## src/hw/rtl/kfs_pkg.sv

```systemverilog
// Shared types and constants for the keyframe segment search block.
// Depends on nothing; every other file of the block but kfs_ram imports it.
package kfs_pkg;

  localparam int unsigned MAX_KEYS = 256;
  localparam int unsigned KEY_AW   = $clog2(MAX_KEYS);
  localparam int unsigned CNT_W    = KEY_AW + 1;
  localparam int unsigned TIME_W   = 32;

  localparam logic [CNT_W-1:0] CNT_MAX = CNT_W'(MAX_KEYS);
  localparam logic [CNT_W-1:0] CNT_MIN = CNT_W'(2);

  localparam logic REQ_LOAD  = 1'b0;
  localparam logic REQ_QUERY = 1'b1;

  typedef enum logic [2:0] {
    ST_IDLE,
    ST_SEARCH,
    ST_PROBE,
    ST_SEG_RD,
    ST_SEG_CHK,
    ST_LAST_LD,
    ST_LEN,
    ST_OUT
  } kfs_state_e;

  typedef struct packed {
    logic signed [TIME_W-1:0] a;
    logic signed [TIME_W-1:0] b;
  } kfs_alu_op_t;

  typedef struct packed {
    logic signed [TIME_W-1:0] diff;
    logic                     neg;
  } kfs_alu_res_t;

endpackage

```

## src/hw/rtl/kfs_alu.sv

```systemverilog
// Shared subtract unit: saturated signed difference a - b and its raw sign.
// Depends on kfs_pkg.
module kfs_alu
  import kfs_pkg::*;
(
  input  kfs_alu_op_t  op_i,
  output kfs_alu_res_t res_o
);

  logic signed [TIME_W:0] wide;

  always_comb begin
    wide = {op_i.a[TIME_W-1], op_i.a} - {op_i.b[TIME_W-1], op_i.b};
    res_o.neg = wide[TIME_W];
    if (wide[TIME_W] != wide[TIME_W-1]) begin
      res_o.diff = wide[TIME_W] ? {1'b1, {(TIME_W-1){1'b0}}} : {1'b0, {(TIME_W-1){1'b1}}};
    end else begin
      res_o.diff = wide[TIME_W-1:0];
    end
  end

endmodule

```

## config.mk

```make
export PLATFORM = sky130hd
export DESIGN_NAME = kfs_alu
export DESIGN_NICKNAME = d
export VERILOG_FILES = /design/src/hw/rtl/kfs_pkg.sv /design/src/hw/rtl/kfs_alu.sv
export SDC_FILE = /design/constraint.sdc
export NUM_CORES = 1
export LEC_CHECK = 0
export CAP_MARGIN = 25
export CORE_MARGIN = 2
export CORE_UTILIZATION = 30
export DETAILED_ROUTE_END_ITERATION = 12
export DONT_BUFFER_PORTS = 1
export PLACE_DENSITY = 0.47
export SETUP_SLACK_MARGIN = 0.4
export SYNTH_ARGS = -nofsm -noshare
export SYNTH_HDL_FRONTEND = slang
export SYNTH_SLANG_ARGS = --single-unit
```

## constraint.sdc

```tcl
create_clock -name vclk -period 4.92
set_input_delay 0.984 -clock vclk [all_inputs]
set_output_delay 0.984 -clock vclk [all_outputs]
set_load 0.03 [all_outputs]
```

# --- Word-level counts from Yosys, hierarchy flattened ---
# Index checks and enable logic that the tools add are counted.
word_totals:
  ff_bits: 0
  input_bits: 64
  out_inout_bits: 33
  wordCells: 4
op_classes:
  n_addsub: 1
  eq_ne: 1
  n_mux: 2
ops:
  columns: ["operator", "n"]
  rows:
  - ["32-bit 2-to-1 mux", 2]
  - ["32-bit by 32-bit subtractor with 33-bit output", 1]
  - ["1-bit != test", 1]

# --- Depth between registers and ports, before layout ---
# Gate-level depths: netlist of the first run.
logic_depth:
  ltp_word: 3
  depth_mapped: 13
  depth_no_buf: 11

# --- Worst setup path before layout of the first run ---
# Ideal clock, no wire load.
synth_timing:
  path_kind: "in2out"
  from: "input port op_i[32] (netlist bit)"
  to: "output port res_o[10] (netlist bit)"
  t_arrival_ns: 3.629
  t_required_ns: 3.936
  setup_slack_ns: 0.307
  cell_stages: 12
  n_path_buf: 1
  path_cell_list: "inv_1 ha_1 fa_1 nand2b_1 a21oi_1 o211ai_1 a2111oi_0 nor3_1 nand2_1 mux2i_1 buf_4 o21ai_0"
synth_rtl:
  columns: ["element", "line", "text"]
  rows:
  - ["from (decl)", "kfs_alu.sv:6", "input kfs_alu_op_t op_i,"]
  - ["to (decl)", "kfs_alu.sv:7", "output kfs_alu_res_t res_o"]

==> impl_metrics.json, run 1 <==
{
  "status": "finished clean",
  "die_h_um": 89.6,
  "via_count": 2464,
  "synth_cell_type_count": 50,
  "timing.final.max_slew_violations": 0,
  "syn_area_um2": 2200,
  "max_freq_ghz": 0.226,
  "viasPerCell": 5.29,
  "nClkBuffers": 0,
  "power.share.clock_pct": 0,
  "rsz0062_at_grt": "yes",
  "cts_hold_buf": 0,
  "postSynthCellCount": 344,
  "cellLeakagePower_uw": 0.00125,
  "yosys.area.top_type": "ha_1",
  "synthTopCellsByCount": "inv_1 (43), a21oi_1 (32), ha_1 (32)",
  "drt-pass1-iter-count": 4,
  "wl_per_cell_um": 14.3,
  "syn2layout_area_growth_pct": 26.7,
  "ioPinCount": 97,
  "syn_nets": 441,
  "drive_above_1_share_pct": 23.2,
  "power.density_nw_per_um2": 246,
  "hold_class": "primary input to output pin",
  "dieArea_um2": 8020,
  "seq_cell_count": 0,
  "synth_top_area_share_pct": 18.2,
  "max_slew.worst_pin.slew_ns": 0.453,
  "port_buffers": 0,
  "regArea_um2": 0,
  "postSynthAreaPerCell_um2": 6.38,
  "worstPathMaxFanout": 6,
  "start_util_pct": 30.6,
  "grt_usage_pct": 15.0,
  "endpoint_kind": "output pin",
  "sw_frac_of_total_pct": 60.4,
  "period_needed_ns": 4.42,
  "finalSetupViolations": 0,
  "internal-power_uw": 271,
  "synth-seq-area-share_pct": 0,
  "die_width_um": 89.6,
  "design.core.area_um2": 7180,
  "min_path_cells": 3,
  "grt_pass1_vias": 2255,
  "critPathKind": "primary input to output pin",
  "p_total_uw": 685,
  "wl_um": 6640,
  "timing.final.crit_share_pct": 89.9,
  "hold_path_startpoint": "op_i[0]",
  "finalHoldViolCount": 0,
  "place_congestion": 0.845,
  "drc": 0,
  "synth_top_cells_by_area": "ha_1 (18%), inv_1 (7.4%), a21oi_1 (7.3%)",
  "final_antenna_net_count": 0,
  "rows": 31,
  "final_nets": 466,
  "p_comb_share_pct": 100.0,
  "grt_pass1_wl_um": 10100,
  "maxCapViolations": 0,
  "arrival_ns": 3.44,
  "synth_warnings": 0,
  "critPathRequiredTime_ns": 3.94,
  "peakVddDrop_mv": 0.175,
  "antenna_found_initial": 0,
  "antennaDiodeCount": 0,
  "grt.overflow.total": 0,
  "n_fill_cell": 796,
  "grt_max_degree": 23,
  "drtIter0Drc": 88,
  "setup_tns_ns": 0,
  "synth_most_common_cell": "inv_1",
  "start_kind": "primary input",
  "slew_headroom_pct": 69.6,
  "hpwl_um": 5430,
  "power_frac_seq_pct": 0,
  "min_to": "res_o[1]",
  "p_switching_uw": 414
}
-- how the worst max path moves through the flow --
stage               cells past startpoint      from   endpoint  slack, ns
global placement                       13  op_i[32]  res_o[14]       0.23
CTS                                    12   op_i[4]  res_o[28]       0.40
global route                           13  op_i[32]  res_o[29]       0.37
floorplan                              12  op_i[32]  res_o[10]       0.31
finish                                 11   op_i[6]  res_o[30]       0.50
detailed placement                     13  op_i[32]  res_o[10]       0.19
-- layout make-up --
type | instances | area, um^2 | share of cell area [%]
inverter | 43 | 161 | 5.80
multi-input combinational | 278 | 2110 | 75.8
tap | 99 | 124 | 4.45
timing repair buffer | 46 | 388 | 13.9
-- critical path: stages --
cell,delay [ns]
inv_1,0.02
ha_2,0.36
a21o_1,0.16
nor2b_2,0.06
a2111oi_1,0.39
nor2_1,0.14
or4_1,0.56
a32o_1,0.31
xor2_1,0.15
o21ai_1,0.13
buf_4,0.17
-- through the flow --
step                utilization (%)  instances  hold slack [ns]  setup slack [ns]  instance area (um^2)
finish                         38.8        466             2.31             0.497                  2780
detailed placement             34.8        457             2.31             0.192                  2500
floorplan                         -        344             2.28             0.307                  2200
global placement               34.8        457             2.31             0.227                  2500
CTS                            35.3        458             2.31             0.404                  2530
global route                   38.8        466             2.33             0.366                  2780
-- timing repair --
action                                 4_1_cts  5_1_grt
gates resized for setup                     15       47
setup buffers                                1        7
endpoints found under the hold margin        0        0
pin swaps                                    6       11
gates cloned                                 0        1
setup endpoints to repair                   30       31
-- per-layer routing --
| layer | part of all wire [%] | track usage [%] | up-vias |
|---|---|---|---|
| met5 | 0 | 0 | - |
| li1 | - | - | 1260 |
| met4 | 0.21 | 0.678 | 0 |
| met1 | 47 | 21.9 | 1122 |
| met3 | 4.6 | 0.923 | 2 |
| met2 | 48 | 25.3 | 80 |
-- power by group through the flow --
stage               clock, uW  sequential [uW]  combinational (uW)
detailed placement          0                0                 618
CTS                         0                0                 629
global placement            0                0                 618
finish                      0                0                 685
global route                0                0                 740
floorplan                   0                0                 437
-- cell families after synthesis --
logic type	share of synthesized area [%]
adder cells (fa/ha/maj)	20.1
AND/OR/NAND/NOR	19.3
AO/OA/AOI/OAI	34.2
XOR/XNOR	12.4
multiplexers	1.48
buffers and inverters	12.6
-- layout by cell type, fill, tap and decap left out, types with 2 or more instances in the layout --
cell type	instances
o21ai_2	7
and2_1	2
a21oi_2	7
o21a_1	3
o21bai_1	9
xnor2_1	16
nand4_1	13
o21ai_0	16
o211ai_1	5
ha_1	25
nand2_1	28
a21o_1	5
nor2b_1	3
nor3_1	6
buf_4	37
nand3_1	4
nand2b_1	7
nor2_1	15
a21oi_1	25
ha_4	3
o21ai_4	2
buf_6	8
and3_1	3
xor2_1	15
a31oi_1	4
a221oi_1	2
ha_2	4
a21boi_0	2
o21ai_1	20
mux2i_4	2
inv_1	43
o22ai_1	2
(Power assumes the default switching activity.)
==> run 2: changes to the inputs <==
==> constraint.sdc (replaced) <==
create_clock -name vclk -period 4.92
set_input_delay 0.246 -clock vclk [all_inputs]
set_output_delay 0.246 -clock vclk [all_outputs]
set_load 0.03 [all_outputs]
==> run 2 against run 1 <==
  * Count of clock-buffer cells in the layout unchanged
  * Flip-flop and latch count is the same
  * Via count is 7.6% lower
  * Critical path type unchanged
  * Largest cell class unchanged
==> impl_metrics.json, run 2 (same netlist as run 1, synthesis figures left out) <==
{
  "status": "finished clean",
  "wl_per_cell_um": 14.5,
  "power.density_nw_per_um2": 229,
  "dp.cells": 427,
  "via_count": 2276,
  "endpoint_kind": "output pin",
  "die_width_um": 89.6,
  "hpwl_um": 5250,
  "syn2layout_area_growth_pct": 2.96,
  "max_slew.worst_pin.slew_ns": 0.939,
  "drc": 0,
  "dieArea_um2": 8020,
  "peakVddDrop_mv": 0.0789,
  "critPathRequiredTime_ns": 4.67,
  "design.core.area_um2": 7180,
  "antennaDiodeCount": 0,
  "final_common_cell": "inv_1",
  "layoutNonFillerInstCount": 427,
  "power.share.clock_pct": 0,
  "viasPerCell": 5.33,
  "p_comb_share_pct": 100.0,
  "drive_above_1_share_pct": 3.96,
  "drtIter0Drc": 83,
  "die_h_um": 89.6,
  "cellLeakagePower_uw": 0.00101,
  "finalSetupViolations": 0,
  "final_antenna_net_count": 0,
  "cts_setup_buffers": 0,
  "hold_class": "primary input to output pin",
  "postCtsResizedCells": 0,
  "maxCapViolations": 0,
  "period_needed_ns": 3.75,
  "grt_max_degree": 29,
  "min_path_cells": 3,
  "ioPinCount": 97,
  "wl_um": 6180,
  "slew_headroom_pct": 36.7,
  "place_congestion": 0.811,
  "nClkBuffers": 0,
  "power_frac_seq_pct": 0,
  "rsz0062_at_grt": "no",
  "antenna_found_initial": 0,
  "arrival_ns": 3.50,
  "grt_pass1_vias": 2163,
  "timing.final.crit_share_pct": 76.1,
  "cts_hold_buf": 0,
  "seq_cell_count": 0,
  "sw_frac_of_total_pct": 71.2,
  "setup_ws_ns": 1.17,
  "p_total_uw": 519,
  "regArea_um2": 0,
  "final_nets": 427,
  "timing.final.max_slew_violations": 0,
  "final_cell_mix": "inv_1 (43), a21oi_1 (32), ha_1 (32), o21ai_0 (30), nand2_1 (28)",
  "start_kind": "primary input",
  "holdWs_ns": 0.872,
  "worstPathMaxFanout": 28,
  "grt_pass1_wl_um": 9910,
  "rows": 31,
  "critPathKind": "primary input to output pin",
  "grt_usage_pct": 14.8,
  "drt-pass1-iter-count": 4,
  "port_buffers": 0,
  "grt.overflow.total": 0,
  "p_switching_uw": 370,
  "setup_tns_ns": 0,
  "internal-power_uw": 149,
  "pre_cts_ws_ns": 1.18,
  "start_util_pct": 30.6,
  "max_freq_ghz": 0.267,
  "finalHoldViolCount": 0
}
[run 2: power by group through the flow]
stage / registers [uW] / logic [uW] / clock network [uW]
final: 0 / 519 / 0
after global routing: 0 / 565 / 0
after CTS: 0 / 523 / 0
after detailed placement: 0 / 521 / 0
after global placement: 0 / 521 / 0
after floorplan: 0 / 436 / 0
[run 2: area by class of cell]
type	count	area [um^2]
Multi-Input combinational cell	278	1920
Inverter	43	161
Timing Repair Buffer	7	52.6
Tap cell	99	124
Fill cell	847	4910
[run 2: layer usage]
| metal | global-route usage (%) | routed length, um | vias up |
|---|---|---|---|
| met2 | 25.5 | 2780 | 62 |
| met3 | 1.57 | 345 | 4 |
| met4 | 1.49 | 44 | 0 |
| met1 | 20.6 | 3010 | 1032 |
| met5 | 0 | 0 | - |
| li1 | - | - | 1178 |
[run 2: final timing paths]
check               start        end  slack, ns
setup / recovery  op_i[6]  res_o[28]       1.17
hold / removal    op_i[1]   res_o[2]       0.87
[run 2: critical path, cell delays in order]
cell	delay [ns]
inv_1	0.03
ha_1	0.37
a21o_1	0.22
nor2b_1	0.19
a211oi_2	0.11
a31o_2	0.27
a21oi_2	0.20
o31a_1	0.49
mux2i_4	0.77
o21ai_0	0.59
[run 2: through the flow]
stage | cell area [um^2] | util [%]
6_report | 2260 | 31.5
5_1_grt | 2260 | 31.5
4_1_cts | 2260 | 31.5
3_5_place_dp | 2260 | 31.5
3_3_place_gp | 2260 | 31.5
2_1_floorplan | 2200 | -
==> run 3: changes to the inputs <==
clock period = 3.8 ns   (was 4.92 ns; I/O delays follow)
==> run 3 against run 2 <==
  * Highest routed layer is now met3
  * Hold slack got worse by 0.14 ns
  * Die area is the same
  * Final area grew 5.4%
  * Global-route usage shrank 0.32 points
  * Core utilization up 1.7 points
  * Count of clock-buffer cells in the layout is the same
  * Routed wire length rose by 0.84%
  * Sequential share of layout area did not move
  * Flip-flop and latch count unchanged
  * Combinational power up 40%
==> impl_metrics.json, run 3 (same netlist as run 1, synthesis figures left out) <==
{
  "final_cell_mix": "inv_1 (43), a21oi_1 (32), ha_1 (32), o21ai_0 (30), nand2_1 (28)",
  "critPathKind": "primary input to output pin",
  "maxCapViolations": 0,
  "critPathRequiredTime_ns": 3.61,
  "drive_above_1_share_pct": 9.44,
  "antenna_found_initial": 0,
  "ioPinCount": 97,
  "start_kind": "primary input",
  "drc": 0,
  "slew_headroom_pct": 57.7,
  "arrival_ns": 3.03,
  "hold_class": "primary input to output pin",
  "seq_cell_count": 0,
  "timing.final.crit_share_pct": 84.8,
  "grt_usage_pct": 14.5,
  "n_fill_cell": 806,
  "peakVddDrop_mv": 0.120,
  "syn2layout_area_growth_pct": 8.49,
  "setup_ws_ns": 0.577,
  "drt-pass1-iter-count": 4,
  "wl_per_cell_um": 14.2,
  "max_freq_ghz": 0.310,
  "setup_tns_ns": 0,
  "p_switching_uw": 492,
  "die_h_um": 89.6,
  "drtIter0Drc": 76,
  "worstSetupEndpoint": "res_o[22]",
  "p_total_uw": 729,
  "grt.overflow.total": 0,
  "worstPathMaxFanout": 13,
  "pre_cts_ws_ns": 0.404,
  "cts_setup_buffers": 0,
  "power.share.clock_pct": 0,
  "grt_max_degree": 16,
  "viasPerCell": 5.29,
  "p_comb_share_pct": 100.0,
  "cellLeakagePower_uw": 0.00107,
  "final_antenna_net_count": 0,
  "power.density_nw_per_um2": 306,
  "endpoint_kind": "output pin",
  "grt_pass1_vias": 2131,
  "timing.final.max_slew_violations": 0,
  "via_count": 2315,
  "finalSetupViolations": 0,
  "sw_frac_of_total_pct": 67.6,
  "internal-power_uw": 236,
  "layoutNonFillerInstCount": 438,
  "dp.cells": 438,
  "max_slew.worst_pin.slew_ns": 0.631,
  "rsz0062_at_grt": "yes",
  "antennaDiodeCount": 0,
  "final_nets": 438,
  "die_width_um": 89.6,
  "wl_um": 6230,
  "power_frac_seq_pct": 0,
  "dieArea_um2": 8020,
  "period_needed_ns": 3.22,
  "design.core.area_um2": 7180,
  "regArea_um2": 0,
  "nClkBuffers": 0,
  "status": "finished clean",
  "grt_pass1_wl_um": 9670,
  "cts_hold_buf": 0,
  "hpwl_um": 5360,
  "start_util_pct": 30.6,
  "port_buffers": 0,
  "crit_start": "op_i[32]",
  "final_common_cell": "inv_1",
  "finalHoldViolCount": 0,
  "rows": 31,
  "place_congestion": 0.800
}
run 3: cell count changes in the layout (fill, tap and decap cells not counted):
cell       change
buf_4         +11
nor3_2         +1
o21ai_2        +6
o31a_2         +1
mux2i_4        +1
a2111oi_1      +1
nor3_1         -1
mux2i_2        -1
o31a_1         -1
a2111oi_0      -1
o21ai_1        -6
run 3: area by class of cell:
type	count	area, um^2	share of cell area [%]
Multi-Input combinational cell	278	1960	82.4
Inverter	43	161	6.78
Timing Repair Buffer	18	135	5.67
Tap cell	99	124	5.20
run 3: power by group through the flow:
stage	sequential, uW	clock (uW)	combinational (uW)
final	0	0	729
after global routing	0	0	792
after CTS	0	0	721
after detailed placement	0	0	719
after global placement	0	0	720
after floorplan	0	0	564
run 3: per-layer routing:
metal / vias to the layer above / wire, um / GRT usage (%)
met5: - / 0 / 0
met4: 0 / 0 / 0.950
met3: 0 / 340 / 1.66
met2: 64 / 2920 / 25.3
met1: 1052 / 2970 / 20.0
li1: 1199 / - / -
run 3: timing repair:
item | 4_1_cts | 5_1_grt
gates resized for setup | 0 | 10
endpoints found under the setup margin | 3 | 24
cloned | 0 | 0
run 3: worst min path at each step:
| stage | cells past startpoint | slack [ns] | endpoint | start |
|---|---|---|---|---|
| 2_1_floorplan | 2 | 0.80 | res_o[1] | op_i[0] |
| 3_3_place_gp | 3 | 0.73 | res_o[1] | op_i[0] |
| 3_5_place_dp | 3 | 0.73 | res_o[1] | op_i[0] |
| 4_1_cts | 3 | 0.73 | res_o[1] | op_i[0] |
| 5_1_grt | 3 | 0.76 | res_o[1] | op_i[0] |
| 6_report | 3 | 0.73 | res_o[1] | op_i[0] |
run 3: per-stage QoR:
stage	area, um^2	utilization (%)	hold slack [ns]
after CTS	2340	32.7	0.732
after global routing	2380	33.2	0.756
after global placement	2340	32.7	0.734
final	2380	33.2	0.730
after detailed placement	2340	32.7	0.732
after floorplan	2200	-	0.803
run 3: worst max-delay path: stages:
cell       delay [ns]
inv_1            0.03
ha_1             0.19
fa_1             0.40
nand2b_1         0.19
a21oi_1          0.27
o211ai_1         0.23
a2111oi_1        0.46
nor3_2           0.14
nor2_1           0.20
mux2i_4          0.18
buf_4            0.21
o21ai_1          0.35
