## src/hw/rtl/kfs_pkg.sv

```systemverilog
// Shared types and constants for the keyframe segment search block.
// Depends on nothing; every other file of the block but kfs_ram imports it.
package kfs_pkg;

  localparam int unsigned MAX_KEYS = 256;
  localparam int unsigned KEY_AW   = $clog2(MAX_KEYS);
  localparam int unsigned CNT_W    = KEY_AW + 1;
  localparam int unsigned TIME_W   = 32;

  localparam logic [CNT_W-1:0] CNT_MAX = CNT_W'(MAX_KEYS);
  localparam logic [CNT_W-1:0] CNT_MIN = CNT_W'(2);

  localparam logic REQ_LOAD  = 1'b0;
  localparam logic REQ_QUERY = 1'b1;

  typedef enum logic [2:0] {
    ST_IDLE,
    ST_SEARCH,
    ST_PROBE,
    ST_SEG_RD,
    ST_SEG_CHK,
    ST_LAST_LD,
    ST_LEN,
    ST_OUT
  } kfs_state_e;

  typedef struct packed {
    logic signed [TIME_W-1:0] a;
    logic signed [TIME_W-1:0] b;
  } kfs_alu_op_t;

  typedef struct packed {
    logic signed [TIME_W-1:0] diff;
    logic                     neg;
  } kfs_alu_res_t;

endpackage

```

## src/hw/rtl/kfs_req_if.sv

```systemverilog
// Request channel interface: key loads and segment queries.
// Depends on kfs_pkg.
interface kfs_req_if
  import kfs_pkg::*;
();
  logic                     valid;
  logic                     ready;
  logic                     req_type;
  logic [KEY_AW-1:0]        key_slot;
  logic signed [TIME_W-1:0] time_value;
  logic                     back_step_at_key;

  modport source (output valid, req_type, key_slot, time_value, back_step_at_key,
                  input ready);
  modport sink (input valid, req_type, key_slot, time_value, back_step_at_key,
                output ready);
endinterface

```

## src/hw/rtl/kfs_res_if.sv

```systemverilog
// Result channel interface: segment index, offset and length.
// Depends on kfs_pkg.
interface kfs_res_if
  import kfs_pkg::*;
();
  logic                     valid;
  logic                     ready;
  logic [KEY_AW-1:0]        segment_index;
  logic signed [TIME_W-1:0] time_into_segment;
  logic signed [TIME_W-1:0] segment_length;

  modport source (output valid, segment_index, time_into_segment, segment_length,
                  input ready);
  modport sink (input valid, segment_index, time_into_segment, segment_length,
                output ready);
endinterface

```

## src/hw/rtl/kfs_ctrl.sv

```systemverilog
// Search sequencer: runs the binary search, back step and both differences
// through the shared subtract unit. Depends on kfs_pkg and the channel interfaces.
module kfs_ctrl
  import kfs_pkg::*;
(
  input  logic                clk_i,
  input  logic                rst_ni,
  kfs_req_if.sink             req_i,
  kfs_res_if.source           res_o,
  input  logic [CNT_W-1:0]    key_count_i,
  output logic                ram_we_o,
  output logic [KEY_AW-1:0]   ram_waddr_o,
  output logic [TIME_W-1:0]   ram_wdata_o,
  output logic [KEY_AW-1:0]   ram_raddr_o,
  input  logic [TIME_W-1:0]   ram_rdata_i,
  output kfs_alu_op_t         alu_op_o,
  input  kfs_alu_res_t        alu_res_i
);

  kfs_state_e state_q, state_d;

  logic [CNT_W-1:0]         first_q, first_d, last_q, last_d, cnt_q, cnt_d;
  logic [KEY_AW-1:0]        mid_q, mid_d, seg_q, seg_d;
  logic signed [TIME_W-1:0] t_q, t_d, start_q, start_d, off_q, off_d, len_q, len_d;
  logic                     back_q, back_d;

  logic [CNT_W-1:0]  cnt_in, nfirst, nlast, clamped;
  logic [CNT_W:0]    nsum, isum;
  logic              accept, query_go, done, hit;
  logic signed [TIME_W-1:0] rkey;

  assign rkey     = ram_rdata_i;
  assign accept   = req_i.valid && req_i.ready;
  assign cnt_in   = (key_count_i > CNT_MAX) ? CNT_MAX : key_count_i;
  assign query_go = accept && (req_i.req_type == REQ_QUERY) && (cnt_in >= CNT_MIN);

  assign nfirst  = !alu_res_i.neg ? ({1'b0, mid_q} + CNT_W'(1)) : first_q;
  assign nlast   = !alu_res_i.neg ? last_q : {1'b0, mid_q};
  assign nsum    = {1'b0, nfirst} + {1'b0, nlast};
  assign isum    = {1'b0, first_q} + {1'b0, last_q};
  assign done    = (nfirst == nlast);
  assign clamped = (nfirst >= cnt_q) ? (cnt_q - CNT_W'(1)) : nfirst;
  assign hit     = back_q && (alu_res_i.diff == '0) && !alu_res_i.neg;

  assign ram_we_o    = accept && (req_i.req_type == REQ_LOAD);
  assign ram_waddr_o = req_i.key_slot;
  assign ram_wdata_o = req_i.time_value;

  assign res_o.segment_index     = seg_q;
  assign res_o.time_into_segment = off_q;
  assign res_o.segment_length    = len_q;

  always_comb begin
    state_d = state_q;
    case (state_q)
      ST_IDLE: begin
        if (query_go) begin
          state_d = ST_SEARCH;
        end
      end
      ST_SEARCH: state_d = ST_PROBE;
      ST_PROBE: begin
        if (done) begin
          state_d = ST_SEG_RD;
        end
      end
      ST_SEG_RD: state_d = ST_SEG_CHK;
      ST_SEG_CHK: begin
        if (hit) begin
          state_d = (seg_q == '0) ? ST_LAST_LD : ST_SEG_RD;
        end else begin
          state_d = ST_LEN;
        end
      end
      ST_LAST_LD: state_d = ST_SEG_RD;
      ST_LEN:     state_d = ST_OUT;
      ST_OUT: begin
        if (res_o.ready) begin
          state_d = ST_IDLE;
        end
      end
      default: state_d = ST_IDLE;
    endcase
  end

  always_comb begin
    first_d     = first_q;
    last_d      = last_q;
    cnt_d       = cnt_q;
    mid_d       = mid_q;
    seg_d       = seg_q;
    t_d         = t_q;
    start_d     = start_q;
    off_d       = off_q;
    len_d       = len_q;
    back_d      = back_q;
    req_i.ready = 1'b0;
    res_o.valid = 1'b0;
    ram_raddr_o = mid_q;
    alu_op_o.a  = t_q;
    alu_op_o.b  = rkey;
    case (state_q)
      ST_IDLE: begin
        req_i.ready = 1'b1;
        if (query_go) begin
          first_d = CNT_W'(1);
          last_d  = cnt_in;
          cnt_d   = cnt_in;
          t_d     = req_i.time_value;
          back_d  = req_i.back_step_at_key;
        end
      end
      ST_SEARCH: begin
        mid_d       = isum[KEY_AW:1];
        ram_raddr_o = isum[KEY_AW:1];
      end
      ST_PROBE: begin
        first_d     = nfirst;
        last_d      = nlast;
        mid_d       = nsum[KEY_AW:1];
        ram_raddr_o = nsum[KEY_AW:1];
        if (done) begin
          seg_d = KEY_AW'(clamped - CNT_W'(1));
        end
      end
      ST_SEG_RD: begin
        ram_raddr_o = seg_q;
      end
      ST_SEG_CHK: begin
        ram_raddr_o = seg_q + KEY_AW'(1);
        if (hit) begin
          back_d = 1'b0;
          if (seg_q == '0) begin
            seg_d       = KEY_AW'(cnt_q - CNT_W'(2));
            ram_raddr_o = KEY_AW'(cnt_q - CNT_W'(1));
          end else begin
            seg_d = seg_q - KEY_AW'(1);
          end
        end else begin
          start_d = rkey;
          off_d   = alu_res_i.diff;
        end
      end
      ST_LAST_LD: begin
        t_d = rkey;
      end
      ST_LEN: begin
        alu_op_o.a = rkey;
        alu_op_o.b = start_q;
        len_d      = alu_res_i.diff;
      end
      ST_OUT: begin
        res_o.valid = 1'b1;
      end
      default: begin
      end
    endcase
  end

  always_ff @(posedge clk_i or negedge rst_ni) begin
    if (!rst_ni) begin
      state_q <= ST_IDLE;
      back_q  <= 1'b0;
    end else begin
      state_q <= state_d;
      back_q  <= back_d;
    end
  end

  always_ff @(posedge clk_i) begin
    first_q <= first_d;
    last_q  <= last_d;
    cnt_q   <= cnt_d;
    mid_q   <= mid_d;
    seg_q   <= seg_d;
    t_q     <= t_d;
    start_q <= start_d;
    off_q   <= off_d;
    len_q   <= len_d;
  end

endmodule
```

## src/flat_wrapper.sv

```systemverilog
// flat-port wrapper written by rule: the top's interface ports become plain ports
module kfs_ctrl_flat import kfs_pkg::*;
  (clk_i, rst_ni, key_count_i, ram_we_o, ram_waddr_o, ram_wdata_o, ram_raddr_o, ram_rdata_i, alu_op_o, alu_res_i, req_i_valid, req_i_req_type, req_i_key_slot, req_i_time_value, req_i_back_step_at_key, req_i_ready, res_o_valid, res_o_segment_index, res_o_time_into_segment, res_o_segment_length, res_o_ready);
  kfs_req_if req_i_i ();
  kfs_res_if res_o_i ();
  input  logic clk_i;
  input  logic rst_ni;
  input  logic [CNT_W-1:0] key_count_i;
  output logic ram_we_o;
  output logic [KEY_AW-1:0] ram_waddr_o;
  output logic [TIME_W-1:0] ram_wdata_o;
  output logic [KEY_AW-1:0] ram_raddr_o;
  input  logic [TIME_W-1:0] ram_rdata_i;
  output kfs_alu_op_t alu_op_o;
  input  kfs_alu_res_t alu_res_i;
  input wire logic [$bits(req_i_i.valid)-1:0] req_i_valid;
  input wire logic [$bits(req_i_i.req_type)-1:0] req_i_req_type;
  input wire logic [$bits(req_i_i.key_slot)-1:0] req_i_key_slot;
  input wire logic [$bits(req_i_i.time_value)-1:0] req_i_time_value;
  input wire logic [$bits(req_i_i.back_step_at_key)-1:0] req_i_back_step_at_key;
  output wire logic [$bits(req_i_i.ready)-1:0] req_i_ready;
  output wire logic [$bits(res_o_i.valid)-1:0] res_o_valid;
  output wire logic [$bits(res_o_i.segment_index)-1:0] res_o_segment_index;
  output wire logic [$bits(res_o_i.time_into_segment)-1:0] res_o_time_into_segment;
  output wire logic [$bits(res_o_i.segment_length)-1:0] res_o_segment_length;
  input wire logic [$bits(res_o_i.ready)-1:0] res_o_ready;
  assign req_i_i.valid = req_i_valid;
  assign req_i_i.req_type = req_i_req_type;
  assign req_i_i.key_slot = req_i_key_slot;
  assign req_i_i.time_value = req_i_time_value;
  assign req_i_i.back_step_at_key = req_i_back_step_at_key;
  assign req_i_ready = req_i_i.ready;
  assign res_o_valid = res_o_i.valid;
  assign res_o_segment_index = res_o_i.segment_index;
  assign res_o_time_into_segment = res_o_i.time_into_segment;
  assign res_o_segment_length = res_o_i.segment_length;
  assign res_o_i.ready = res_o_ready;
  kfs_ctrl u_core (.clk_i(clk_i), .rst_ni(rst_ni), .req_i(req_i_i), .res_o(res_o_i), .key_count_i(key_count_i), .ram_we_o(ram_we_o), .ram_waddr_o(ram_waddr_o), .ram_wdata_o(ram_wdata_o), .ram_raddr_o(ram_raddr_o), .ram_rdata_i(ram_rdata_i), .alu_op_o(alu_op_o), .alu_res_i(alu_res_i));
endmodule
```

## config.mk

```make
export PLATFORM = sky130hd
export DESIGN_NAME = kfs_ctrl_flat
export DESIGN_NICKNAME = d
export VERILOG_FILES = /design/src/hw/rtl/kfs_pkg.sv /design/src/hw/rtl/kfs_req_if.sv /design/src/hw/rtl/kfs_res_if.sv /design/src/hw/rtl/kfs_ctrl.sv /design/src/flat_wrapper.sv
export SDC_FILE = /design/constraint.sdc
export NUM_CORES = 1
export LEC_CHECK = 0
export BUFFER_PORTS_ARGS = -buffer_cell sky130_fd_sc_hd__buf_2
export CAP_MARGIN = 5
export CORE_ASPECT_RATIO = 1.1
export CORE_MARGIN = 2
export CORE_UTILIZATION = 40
export CTS_BUF_LIST = sky130_fd_sc_hd__clkbuf_8
export CTS_CLUSTER_SIZE = 16
export DETAILED_ROUTE_END_ITERATION = 7
export PLACE_DENSITY_LB_ADDON = 0.1
export REMOVE_ABC_BUFFERS = 1
export SYNTH_ARGS = -nofsm -noshare
export SYNTH_HDL_FRONTEND = slang
export SYNTH_SLANG_ARGS = --single-unit
```

## constraint.sdc

```tcl
create_clock -name clk_i -period 4.7 [get_ports clk_i]
set_clock_uncertainty 0.1 [all_clocks]
set_input_delay 0 -clock clk_i [delete_from_list [all_inputs] [get_ports clk_i]]
set_output_delay 0 -clock clk_i [all_outputs]
set_load 0.01 [all_outputs]
```

## Word level (Yosys, flattened, before mapping)

Index checks and enable logic that the tools add are counted.

- Output and inout bits: 187
- Input port bits: 120
- Register bits after elaboration: 175
- Logic and storage cells: 88

- Mux-type cells: 30
- Equality and inequality tests: 12
- Reduce and logical (&&, ||, !) cells: 22
- Add/subtract/negate cells: 8
- Order comparisons: 3
- Bitwise gates (word level): 2

Operators by type and width:

| operator | count |
|---|---|
| two-way mux 64 bit | 1 |
| one-hot mux 32 bit (2 select lines) | 1 |
| two-way mux 8 bit | 6 |
| two-way mux 9 bit | 5 |
| one-hot mux 9 bit (2 select lines) | 2 |
| logical NOT 32 bit | 1 |
| two-way mux 32 bit | 1 |
| one-hot mux 8 bit (2 select lines) | 2 |
| one-hot mux 8 bit (4 select lines) | 1 |
| one-hot mux 3 bit (8 select lines) | 1 |
| subtractor 8 x 1 -> 8 bit, second input constant | 3 |
| adder 9 bit | 2 |
| two-way mux 3 bit | 5 |
| == test 3 bit, second input constant | 4 |
| nonzero test 2 bit | 5 |
| adder 8 x 1 -> 9 bit, second input constant | 1 |
| == test 9 bit | 1 |
| >= comparator 9 x 2 -> 1 bit, second input constant | 1 |
| >= comparator 9 bit | 1 |
| greater-than comparator 9 bit, second input constant | 1 |
| AND reduction 3 bit | 3 |
| adder 8 x 1 -> 8 bit, second input constant | 1 |
| logical NOT 8 bit | 1 |
| AND reduction 2 bit | 4 |
| 11 further kinds | 23 |

## Logic depth before layout (Yosys ltp)

Gate-level depths: netlist of run 1.

- Depth in word-level cells: 7
- Depth in mapped cells: 20
- Mapped depth without buffers: 18

## Worst setup path before layout of run 1

No wires, ideal clock.

- Kind: register to register
- Start point: register u_core.state_q[0]
- End point: register u_core.off_q[0], in the netlist u_core.res_o.time_into_segment[0] (enable)
- Setup time: 486 ps
- Buffers on the path: 2
- Setup slack: 356 ps
- Arrival time: 3758 ps
- Cell stages (with the launch flop): 6
- Path through: dfrtp_1 > clkbuf_1 > nor2_1 > nand2_1 > clkbuf_1 > nor2_1

- Word-level cells in the longest chain between the ends: 2

RTL lines:

| what | line | RTL |
|---|---|---|
| start, declared | kfs_ctrl.sv:20 | `kfs_state_e state_q, state_d;` |
| start signal, assigned | kfs_ctrl.sv:165 | `state_q <= state_d;` |
| == test 3 bit | kfs_ctrl.sv:102 | `case (state_q)` |
| AND reduction 2 bit (no line) | n/a |  |
| end signal, assigned | kfs_ctrl.sv:178 | `off_q <= off_d;` |
| end, declared | kfs_ctrl.sv:24 | `logic signed [TIME_W-1:0] t_q, t_d, start_q, start_d, off_q, off_d, len_q, len_d;` |

No other way between the ends.
A chain may end at the register's enable or synchronous reset.

## Worst setup path in the final report of run 1

- Start point: register u_core.mid_q[0]
- End point: register u_core.seg_q[6], in the netlist u_core.res_o.segment_index[6], data pin

- Word-level cells in the longest chain between the ends: 7

RTL lines:

| what | line | RTL |
|---|---|---|
| start, declared | kfs_ctrl.sv:23 | `logic [KEY_AW-1:0] mid_q, mid_d, seg_q, seg_d;` |
| start signal, assigned | kfs_ctrl.sv:174 | `mid_q <= mid_d;` |
| adder 8 x 1 -> 9 bit * | kfs_ctrl.sv:37 | `assign nfirst = !alu_res_i.neg ? ({1'b0, mid_q} + CNT_W'(1)) : first_q;` |
| two-way mux 9 bit * | kfs_ctrl.sv:37 |  |
| net u_core.nfirst[4] | kfs_ctrl.sv:27 | `logic [CNT_W-1:0] cnt_in, nfirst, nlast, clamped;` |
| >= comparator 9 bit | kfs_ctrl.sv:42 | `assign clamped = (nfirst >= cnt_q) ? (cnt_q - CNT_W'(1)) : nfirst;` |
| two-way mux 8 bit * | kfs_ctrl.sv:42 |  |
| subtractor 8 x 1 -> 8 bit * | kfs_ctrl.sv:123 | `seg_d = KEY_AW'(clamped - CNT_W'(1));` |
| two-way mux 8 bit * | kfs_ctrl.sv:122 | `if (done) begin` |
| one-hot mux 8 bit (2 select lines) * | kfs_ctrl.sv:102 |  |
| net u_core.seg_d[6] | kfs_ctrl.sv:23 |  |
| end signal, assigned | kfs_ctrl.sv:175 | `seg_q <= seg_d;` |
| end, declared | kfs_ctrl.sv:23 |  |

Mark *: on every way through the listed nets, which the timed path passes. The rest lies on a longest branch. The select of a mux whose other input is x is not followed.

==> results.cfg, run 1 <==
[outcome]
outcome = finished, final reports clean

[cells_and_area]
regArea_um2 = 5240
multi_input_area_um2 = 4000
fin_util = 0.534
insertedDiodeCount = 0
drive_gt1_frac = 0.303
layout_commonest_cell = buf_2
nNetsFinal = 1453
final_cell_mix = buf_2, nand2_1, edfxtp_1, dlygate4sd3_1, mux2_2
area_growth_pct = 31.9
fillCellCount = 2171

[pwr]
power.leakage_nw = 5.58
seqPwrFrac = 0.333
p_clk_frac = 0.153
power_density_nw_per_um2 = 569
netSwitchingPower_mw = 3.21
power_mw = 7.35
intPower_mw = 4.14
vdd_drop_max_mv = 0.267
comb_power_share = 0.515
swShare = 0.437

[critical_path]
worst_setup_path_end_kind = flip-flop
critical_path_required_ns = 4.79
critPathLaunchType = flip-flop
crit_path_cell_trace = ha_1, nand3_1, xor2_1, o21ai_1, ha_1, a21oi_1, nor3_1, o21bai_1, nor2_1, mux2_2, ha_1, nand2_1, nor3_1, a2bb2o_1, xnor2_1, o21ai_1
crit_path_frequent_cell = ha_1
worst-path-buf-inv = 0
crit_type = reg2reg
critical-path-max-stage-delay_ns = 0.58
slowest_stage = o21ai_1
cp_top_family = compound AO/OA/AOI/OAI gates
r2r_slack_ns = 0.29
cp.arrival_ns = 4.50
path_max_fanout = 6

[job]
max_cap_viol_count = 0

[synthesis]
synth_seq_cells = 175
synth-simple-area-share = 0.181
syn_inst = 940
synth-compound-area-share = 0.0766
ys_seq_area_frac = 0.534
ys_async_sr_fraction = 0.0229
synth_cell_types = 70
synth_xor_area_frac = 0.0418
syn_avg_cell_area_um2 = 10.4
synth_adder_area_share = 0.0436
ys_warn_count = 0
ys.flop_type = edfxtp_1
synth_top_family_by_area = simple AND/OR/NAND/NOR gates
synthMuxAreaShare = 0.0635
synth_edf_count = 171
syn-cell-area_um2 = 9810

[timing]
fin_ws_ns = 0.286
setup_viol = 0
fmax_mhz = 227
drv_slew = 0
setup_tns_ns = 0
hold_violations = 0
period_minus_slack_ns = 4.41
rsz0062_at_grt = false
finalHoldWorstSlack_ns = 0.138
fin_crit_sh = 0.939
slew_headroom = 0.252
worstMarginPinSlew_ns = 1.12

[global_routing]
grt_max_degree = 97
grt_pass1_wl_um = 45700
grt_overflow = 0
antenna_found_initial = 0
first_global_vias = 7871
track_usage = 0.229

[clock_tree]
clock_latency_ns = 0.48
cts_htree_levels = 4
cts.sinks = 175
cts_setup_buffers = 0
cts_buffer_depth = 2
path_clk_slew_ns = 0.12
cts-root-buf = clkbuf_8
cts.repair.resized = 0
cts_buffers = 17
tritoncts = built
ctsHoldBuffers = 118

[routing]
wirelength_um = 30300
antenna_left = 0
wl_per_cell_um = 18.7
dr.pass1.iters = 5
num_vias = 8208
route.detailed.drc = 0
via_per_inst = 5.06
drtIter0Drc = 569

[floorplan]
initial_core_util = 0.405
die_w_um = 153
core_area_um2 = 24200
dieArea_um2 = 25800
die_h_um = 168
io_pins = 307
row_count = 60

[placed_design]
pre_cts_ws_ns = 0.448
globalplace.congestion = 0.897
dp_hpwl_um = 22000
io_buffer_count = 290

[hold_path]
hp-class = in2reg
==> power groups by stage <==
stage	Combinational, mW	Sequential, mW	Clock (mW)
finish	3.78	2.45	1.12
global route	4.14	2.49	1.22
CTS	3.79	2.45	1.16
detailed placement	3.69	2.48	0
global placement	3.72	2.47	0
floorplan	2.19	2.55	0
==> synth_stat cells, drive strengths merged (3+ instances only) <==
| library cell | instances | area, µm² |
|---|---|---|
| nand2b | 8 | 50.1 |
| nor2 | 40 | 150 |
| nor3 | 11 | 66.3 |
| dfrtp | 4 | 100 |
| and3 | 5 | 31.3 |
| a31oi | 7 | 43.8 |
| a21o | 3 | 22.5 |
| nand4 | 6 | 43.8 |
| a211oi | 5 | 37.5 |
| a22oi | 3 | 22.5 |
| o22ai | 3 | 18.8 |
| nand2 | 261 | 987 |
| ha | 31 | 388 |
| o211ai | 3 | 22.5 |
| mux2 | 40 | 450 |
| nor4 | 12 | 81.3 |
| buf | 54 | 373 |
| o21bai | 4 | 30.0 |
| mux2i | 15 | 150 |
| and2 | 6 | 37.5 |
| inv | 25 | 93.8 |
| xnor2 | 31 | 279 |
| o21a | 4 | 30.0 |
| nand3b | 3 | 22.5 |
| clkbuf | 31 | 116 |
| nor2b | 14 | 87.6 |
| nand3 | 18 | 90.1 |
| xor2 | 15 | 131 |
| edfxtp | 171 | 5130 |
| or2 | 5 | 31.3 |
| a21oi | 35 | 179 |
| o21ai | 38 | 194 |
==> routing by layer <==
layer  global-route usage  wire length (µm)
met5                    0                 0
met2                0.414             15800
met1                0.275             12300
met3               0.0389              1570
met4               0.0765               668
==> state kept, by name, summed over array words and instances, names as in the netlist <==
register / cells
u_core.back_q: 1
u_core.cnt_q: 9
u_core.first_q: 9
u_core.last_q: 9
u_core.mid_q: 8
u_core.res_o.segment_index: 8
u_core.res_o.segment_length: 32
u_core.res_o.time_into_segment: 32
u_core.start_q: 32
u_core.state_q: 3
u_core.t_q: 32
==> cell families after synthesis <==
family,Yosys count
AOI/OAI and AO/OA,122
xor gates and xnor gates,46
adders and majority gates,33
buffers and inverters,110
DFF,175
muxes,56
and+or+nand+nor,398
==> layout make-up <==
| class | count | share of cell area |
|---|---|---|
| inverter | 25 | 0.00735 |
| clock buffer | 17 | 0.0181 |
| timing repair buffer | 426 | 0.215 |
| multi-input combinational | 655 | 0.309 |
| clock inverter | 15 | 0.0159 |
| tap | 310 | 0.0300 |
| sequential | 175 | 0.405 |
==> tightest hold or removal path, delay by kind of cell <==
family                 cells  cell delay [ns]
buffers and inverters      1             0.30
and+or+nand+nor            2             0.32
==> stage by stage <==
stage / std cells / cell area (µm²)
global route: 1623 / 12900
global placement: 1473 / 11300
finish: 1623 / 12900
CTS: 1623 / 12900
floorplan: 855 / 9320
detailed placement: 1473 / 11300
==> path summary, 6_finish.rpt <==
path / from / to / cells after the start
worst max-delay path: u_core.mid_q[0] / u_core.res_o.segment_index[6] / 16
worst min-delay path: alu_res_i[0] / u_core.last_q[8] / 3
worst max register to register: u_core.mid_q[0] / u_core.res_o.segment_index[6] / 16
worst min register to register: u_core.first_q[0] / u_core.first_q[0] / 2
max in group asynchronous: rst_ni / u_core.state_q[2] / 3
min in group asynchronous: rst_ni / u_core.state_q[0] / 3
(Power assumes the default switching activity.)
==> inputs of run 2 (changes only) <==
==> constraint.sdc (replaced) <==
create_clock -name clk_i -period 3.9 [get_ports clk_i]
set_clock_uncertainty 0.1 [all_clocks]
set_input_delay 0 -clock clk_i [delete_from_list [all_inputs] [get_ports clk_i]]
set_output_delay 0 -clock clk_i [all_outputs]
set_load 0.01 [all_outputs]
==> run 2 against run 1 <==
Against the previous run: die area is the same; first-iteration DRC count shrank 18%; clock power grew 21%; final area grew 1.8%; via count grew 1.4%; combinational power grew 26%; final cell count grew 1.4%; setup slack lost 0.12 ns; register-to-register slack lost 0.06 ns; sequential share of layout area shrank 0.71 points; hold slack lost 0.045 ns; largest cell class unchanged; highest routed layer unchanged.
==> results.cfg, run 2 (synthesis results as in run 1) <==
[outcome]
outcome = finished, final reports clean

[critical_path]
path_max_fanout = 5
critical_path_required_ns = 3.80
r2r_slack_ns = 0.23
critPathLaunchType = flip-flop
r2r_cells = 15
rr_endpoint = u_core.res_o.segment_index[6]
worst_setup_path_end_kind = primary output
reg2reg_from = u_core.mid_q[1]
crit_type = reg2out
cp.arrival_ns = 3.63

[routing]
num_vias = 8322
antenna_left = 0
via_per_inst = 5.06
wl_per_cell_um = 19.1
route.detailed.drc = 0
drtIter0Drc = 469
dr.pass1.iters = 5
wirelength_um = 31300

[timing]
worstMarginPinSlew_ns = 0.910
finalHoldWorstSlack_ns = 0.0935
slew_headroom = 0.393
hold_violations = 0
fmax_mhz = 268
drv_slew = 0
setup_viol = 0
period_minus_slack_ns = 3.73
fin_crit_sh = 0.958

[floorplan]
io_pins = 307
die_h_um = 168
initial_core_util = 0.405
core_area_um2 = 24200
row_count = 60
dieArea_um2 = 25800
die_w_um = 153

[global_routing]
grt_max_degree = 65
antenna_found_initial = 0
first_global_vias = 8065
grt_pass1_wl_um = 46800
grt_overflow = 0
track_usage = 0.236

[clock_tree]
cts_buffers = 17
cts_buffer_depth = 2
path_clk_slew_ns = 0.12
tritoncts = built
cts-root-buf = clkbuf_8
cts.sinks = 175
clock_latency_ns = 0.49
cts_htree_levels = 4

[pwr]
seqPwrFrac = 0.326
netSwitchingPower_mw = 3.96
p_clk_frac = 0.150
power_mw = 9.08
comb_power_share = 0.525
power_density_nw_per_um2 = 690
intPower_mw = 5.13
swShare = 0.436
power.leakage_nw = 5.71
vdd_drop_max_mv = 0.423

[cells_and_area]
drive_gt1_frac = 0.321
fillCellCount = 2171
area_growth_pct = 34.2
insertedDiodeCount = 0
nNetsFinal = 1475
layout_commonest_cell = buf_2
final_cell_mix = buf_2, nand2_1, edfxtp_1, dlygate4sd3_1, mux2_2

[job]
max_cap_viol_count = 0

[placed_design]
dp_hpwl_um = 23000
globalplace.congestion = 0.923
io_buffer_count = 290

[hold_path]
min_from = alu_res_i[0]
hp-class = in2reg
hold_depth = 3
hold_end = u_core.last_q[8]
## run 2: changes by cell type in the layout (fill, tap and decap cells not counted), moves of 2 or more
| cell | previous run | this run |
|---|---|---|
| buf_4 | 17 | 36 |
| ha_1 | 31 | 28 |
| buf_12 | 1 | 3 |
| clkinv_4 | 1 | 3 |
| ha_2 | 0 | 2 |
## run 2: routing by layer
metal / vias to the layer above / part of all wire / GRT usage
li1: 4034 / - / -
met1: 3949 / 0.40 / 0.282
met2: 286 / 0.52 / 0.434
met3: 53 / 0.043 / 0.0335
met4: 0 / 0.028 / 0.0833
met5: - / 0 / 0
## run 2: power by group through the flow
stage | registers (mW) | logic (mW) | clock network, mW
after floorplan | 3.08 | 2.64 | 0
after global placement | 2.98 | 4.60 | 0
after detailed placement | 2.99 | 4.59 | 0
after CTS | 2.95 | 4.71 | 1.39
after global routing | 3.00 | 5.22 | 1.46
final | 2.96 | 4.77 | 1.36
## run 2: cell type report
cell class	instances	area [µm²]	share of cell area
inverters	25	95.1	0.00722
well taps	310	388	0.0295
clock buffers	17	234	0.0178
repair buffers	448	2970	0.226
clock inverters	15	204	0.0155
multi-input cells	655	4040	0.307
flip-flops and latches	175	5240	0.397
## run 2: worst max-delay path: stages (launching register included)
cell,delay [ns]
edfxtp_1,0.50
ha_4,0.20
nand3_1,0.09
xor2_1,0.15
o21ai_1,0.24
buf_4,0.23
ha_1,0.29
o21a_1,0.13
o31a_1,0.13
or2_0,0.22
a31oi_1,0.22
xnor2_1,0.16
nor2_1,0.08
o32a_1,0.36
buf_2,0.15
## run 2: worst max path at each step
stage / startpoint / end / cells after the start
final: u_core.mid_q[1] / ram_raddr_o[7] / 14
after global routing: u_core.mid_q[1] / ram_raddr_o[7] / 14
after CTS: u_core.mid_q[1] / ram_raddr_o[7] / 13
after detailed placement: u_core.mid_q[1] / u_core.res_o.segment_index[6] / 15
after global placement: u_core.mid_q[1] / u_core.res_o.segment_index[6] / 15
after floorplan: u_core.state_q[0] / u_core.res_o.time_into_segment[0] / 3
## run 2: what timing repair did
| item | in CTS | in global routing |
|---|---|---|
| hold buffers | 118 | 0 |
| buffers inserted | 0 | 3 |
| gates resized for setup | 0 | 12 |
| hold endpoints to repair | 162 | 0 |
| endpoints found under the setup margin | 0 | 2 |
## run 2: metrics by stage
step,cells,setup TNS (ns),utilization,cell area [µm²],worst slack (ns)
floorplan,855,-78.68,-,9320,-0.567
global placement,1492,0,0.474,11500,0.230
detailed placement,1492,0,0.474,11500,0.179
CTS,1642,0,0.540,13100,0.0544
global route,1645,-0.0219,0.543,13200,-0.0219
finish,1645,0,0.543,13200,0.165
==> inputs of run 3 (changes only) <==
--- a/config.mk
+++ b/config.mk
@@ -10,11 +10,10 @@
 export CORE_ASPECT_RATIO = 1.1
 export CORE_MARGIN = 2
 export CORE_UTILIZATION = 40
-export CTS_BUF_LIST = sky130_fd_sc_hd__clkbuf_8
+export CTS_BUF_LIST = sky130_fd_sc_hd__clkbuf_16
 export CTS_CLUSTER_SIZE = 16
 export DETAILED_ROUTE_END_ITERATION = 7
 export PLACE_DENSITY_LB_ADDON = 0.1
-export REMOVE_ABC_BUFFERS = 1
 export SYNTH_ARGS = -nofsm -noshare
 export SYNTH_HDL_FRONTEND = slang
 export SYNTH_SLANG_ARGS = --single-unit
==> run 3 against run 2 <==
Against the previous run: power grew 3.9%; routed wire length is 3.6% lower; clock power up 32%; first-iteration DRC count up 17%; critical path depth is 3 higher; setup slack better by 0.085 ns; largest power group unchanged.
==> results.cfg, run 3 (synthesis results as in run 1) <==
[cells_and_area]
nNetsFinal = 1469
layout_commonest_cell = buf_2
insertedDiodeCount = 0
fin_cells = 1639
drive_gt1_frac = 0.315
area_growth_pct = 35.3
fin_util = 0.547
finalInstanceArea_um2 = 13300
final_cell_mix = buf_2, nand2_1, edfxtp_1, dlygate4sd3_1, mux2_2

[global_routing]
first_global_vias = 7894
grt_overflow = 0
grt_pass1_wl_um = 45100
antenna_found_initial = 0
grt_max_degree = 97
track_usage = 0.227

[critical_path]
slowest_stage = edfxtp_1
path_max_fanout = 12
critPathLaunchType = flip-flop
crit_path_cell_trace = ha_4, nand3_1, xnor2_1, mux2i_1, inv_1, ha_1, nand4_1, or2_1, o21bai_2, nor2_2, buf_4, o21ai_0, ha_2, nand4_1, a2bb2o_1, xnor2_1, o21ai_1
worst_setup_path_end_kind = flip-flop
critical_path_required_ns = 3.99
cp.arrival_ns = 3.74
critical-path-max-stage-delay_ns = 0.49
crit_type = reg2reg
r2r_cells = 17
r2r_slack_ns = 0.25

[timing]
rsz0062_at_grt = true
setup_viol = 0
hold_violations = 0
period_minus_slack_ns = 3.65
slew_headroom = 0.262
worstMarginPinSlew_ns = 1.11
fin_crit_sh = 0.936
fmax_mhz = 274
drv_slew = 0
setup_tns_ns = 0

[hold_path]
hp-class = in2reg
hold_depth = 6

[pwr]
vdd_drop_max_mv = 0.404
power_density_nw_per_um2 = 711
power.leakage_nw = 5.75

[job]
max_cap_viol_count = 0

[synthesis]
syn_nets = 1093

[routing]
wirelength_um = 30200
via_per_inst = 5.01
dr.pass1.iters = 5
num_vias = 8204
wl_per_cell_um = 18.4
route.detailed.drc = 0
drtIter0Drc = 550
antenna_left = 0

[clock_tree]
clock_latency_ns = 0.44
cts_buffers = 17
cts.sinks = 175
tritoncts = built
cts_htree_levels = 4
cts-root-buf = clkbuf_16
cts_buffer_depth = 2
path_clk_slew_ns = 0.08

[floorplan]
dieArea_um2 = 25800
initial_core_util = 0.405
io_pins = 307
core_area_um2 = 24200
die_w_um = 153
die_h_um = 168
row_count = 60

[placed_design]
globalplace.congestion = 0.884
dp_hpwl_um = 21800
io_buffer_count = 290
dp_cells = 1487
place_area_um2 = 11400

[outcome]
outcome = finished, final reports clean
run 3: worst paths after layout:
path / from / to
worst max-delay path: u_core.mid_q[1] / u_core.res_o.segment_index[6]
worst min-delay path: req_i_valid / u_core.state_q[0]
worst max register to register: u_core.mid_q[1] / u_core.res_o.segment_index[6]
worst min register to register: u_core.last_q[8] / u_core.last_q[8]
max in group asynchronous: rst_ni / u_core.back_q
min in group asynchronous: rst_ni / u_core.state_q[0]
run 3: through the flow:
stage	hold WS, ns	power, mW	setup slack [ns]
floorplan	-0.396	5.82	0.0209
global placement	-0.289	7.53	0.236
detailed placement	-0.287	7.52	0.175
CTS	0.0648	9.43	0.0695
global route	0.112	10.1	-0.0567
finish	0.0829	9.44	0.250
run 3: worst max-delay path, delay by kind of cell (launching register included):
kind                     cells  cell delay [ns]
buffers and inverters        2             0.31
multiplexers                 1             0.19
AO/OA/AOI/OAI                4             0.70
AND/OR/NAND/NOR              5             0.60
adder cells (fa/ha/maj)      3             0.76
flip-flops                   1             0.49
XOR/XNOR                     2             0.25
run 3: timing repair:
action | 4_1_cts | 5_1_grt
resized for setup | 0 | 5
hold endpoints to repair | 158 | 0
setup buffers | 0 | 2
hold buffers | 118 | 0
endpoints found under the setup margin | 0 | 4
run 3: power by group:
group / total [mW] / internal (mW) / switching, mW
logic: 4.69 / 1.87 / 2.82
registers: 2.95 / 2.71 / 0.233
clock network: 1.80 / 0.933 / 0.863
run 3: metal layers:
metal / wire length, µm / vias up / GRT usage
met5: 0 / - / 0
met4: 518 / 0 / 0.0612
met3: 1610 / 29 / 0.0376
met2: 15500 / 278 / 0.409
met1: 12600 / 3885 / 0.283
li1: - / 4012 / -
run 3: final cells by class:
cell class,count,area [µm²]
clock buffer,17,425
clock inverter,15,191
fill,2188,11000
inverter,25,95.1
multi-input combinational,655,4030
sequential,175,5240
tap,310,388
timing repair buffer,442,2900
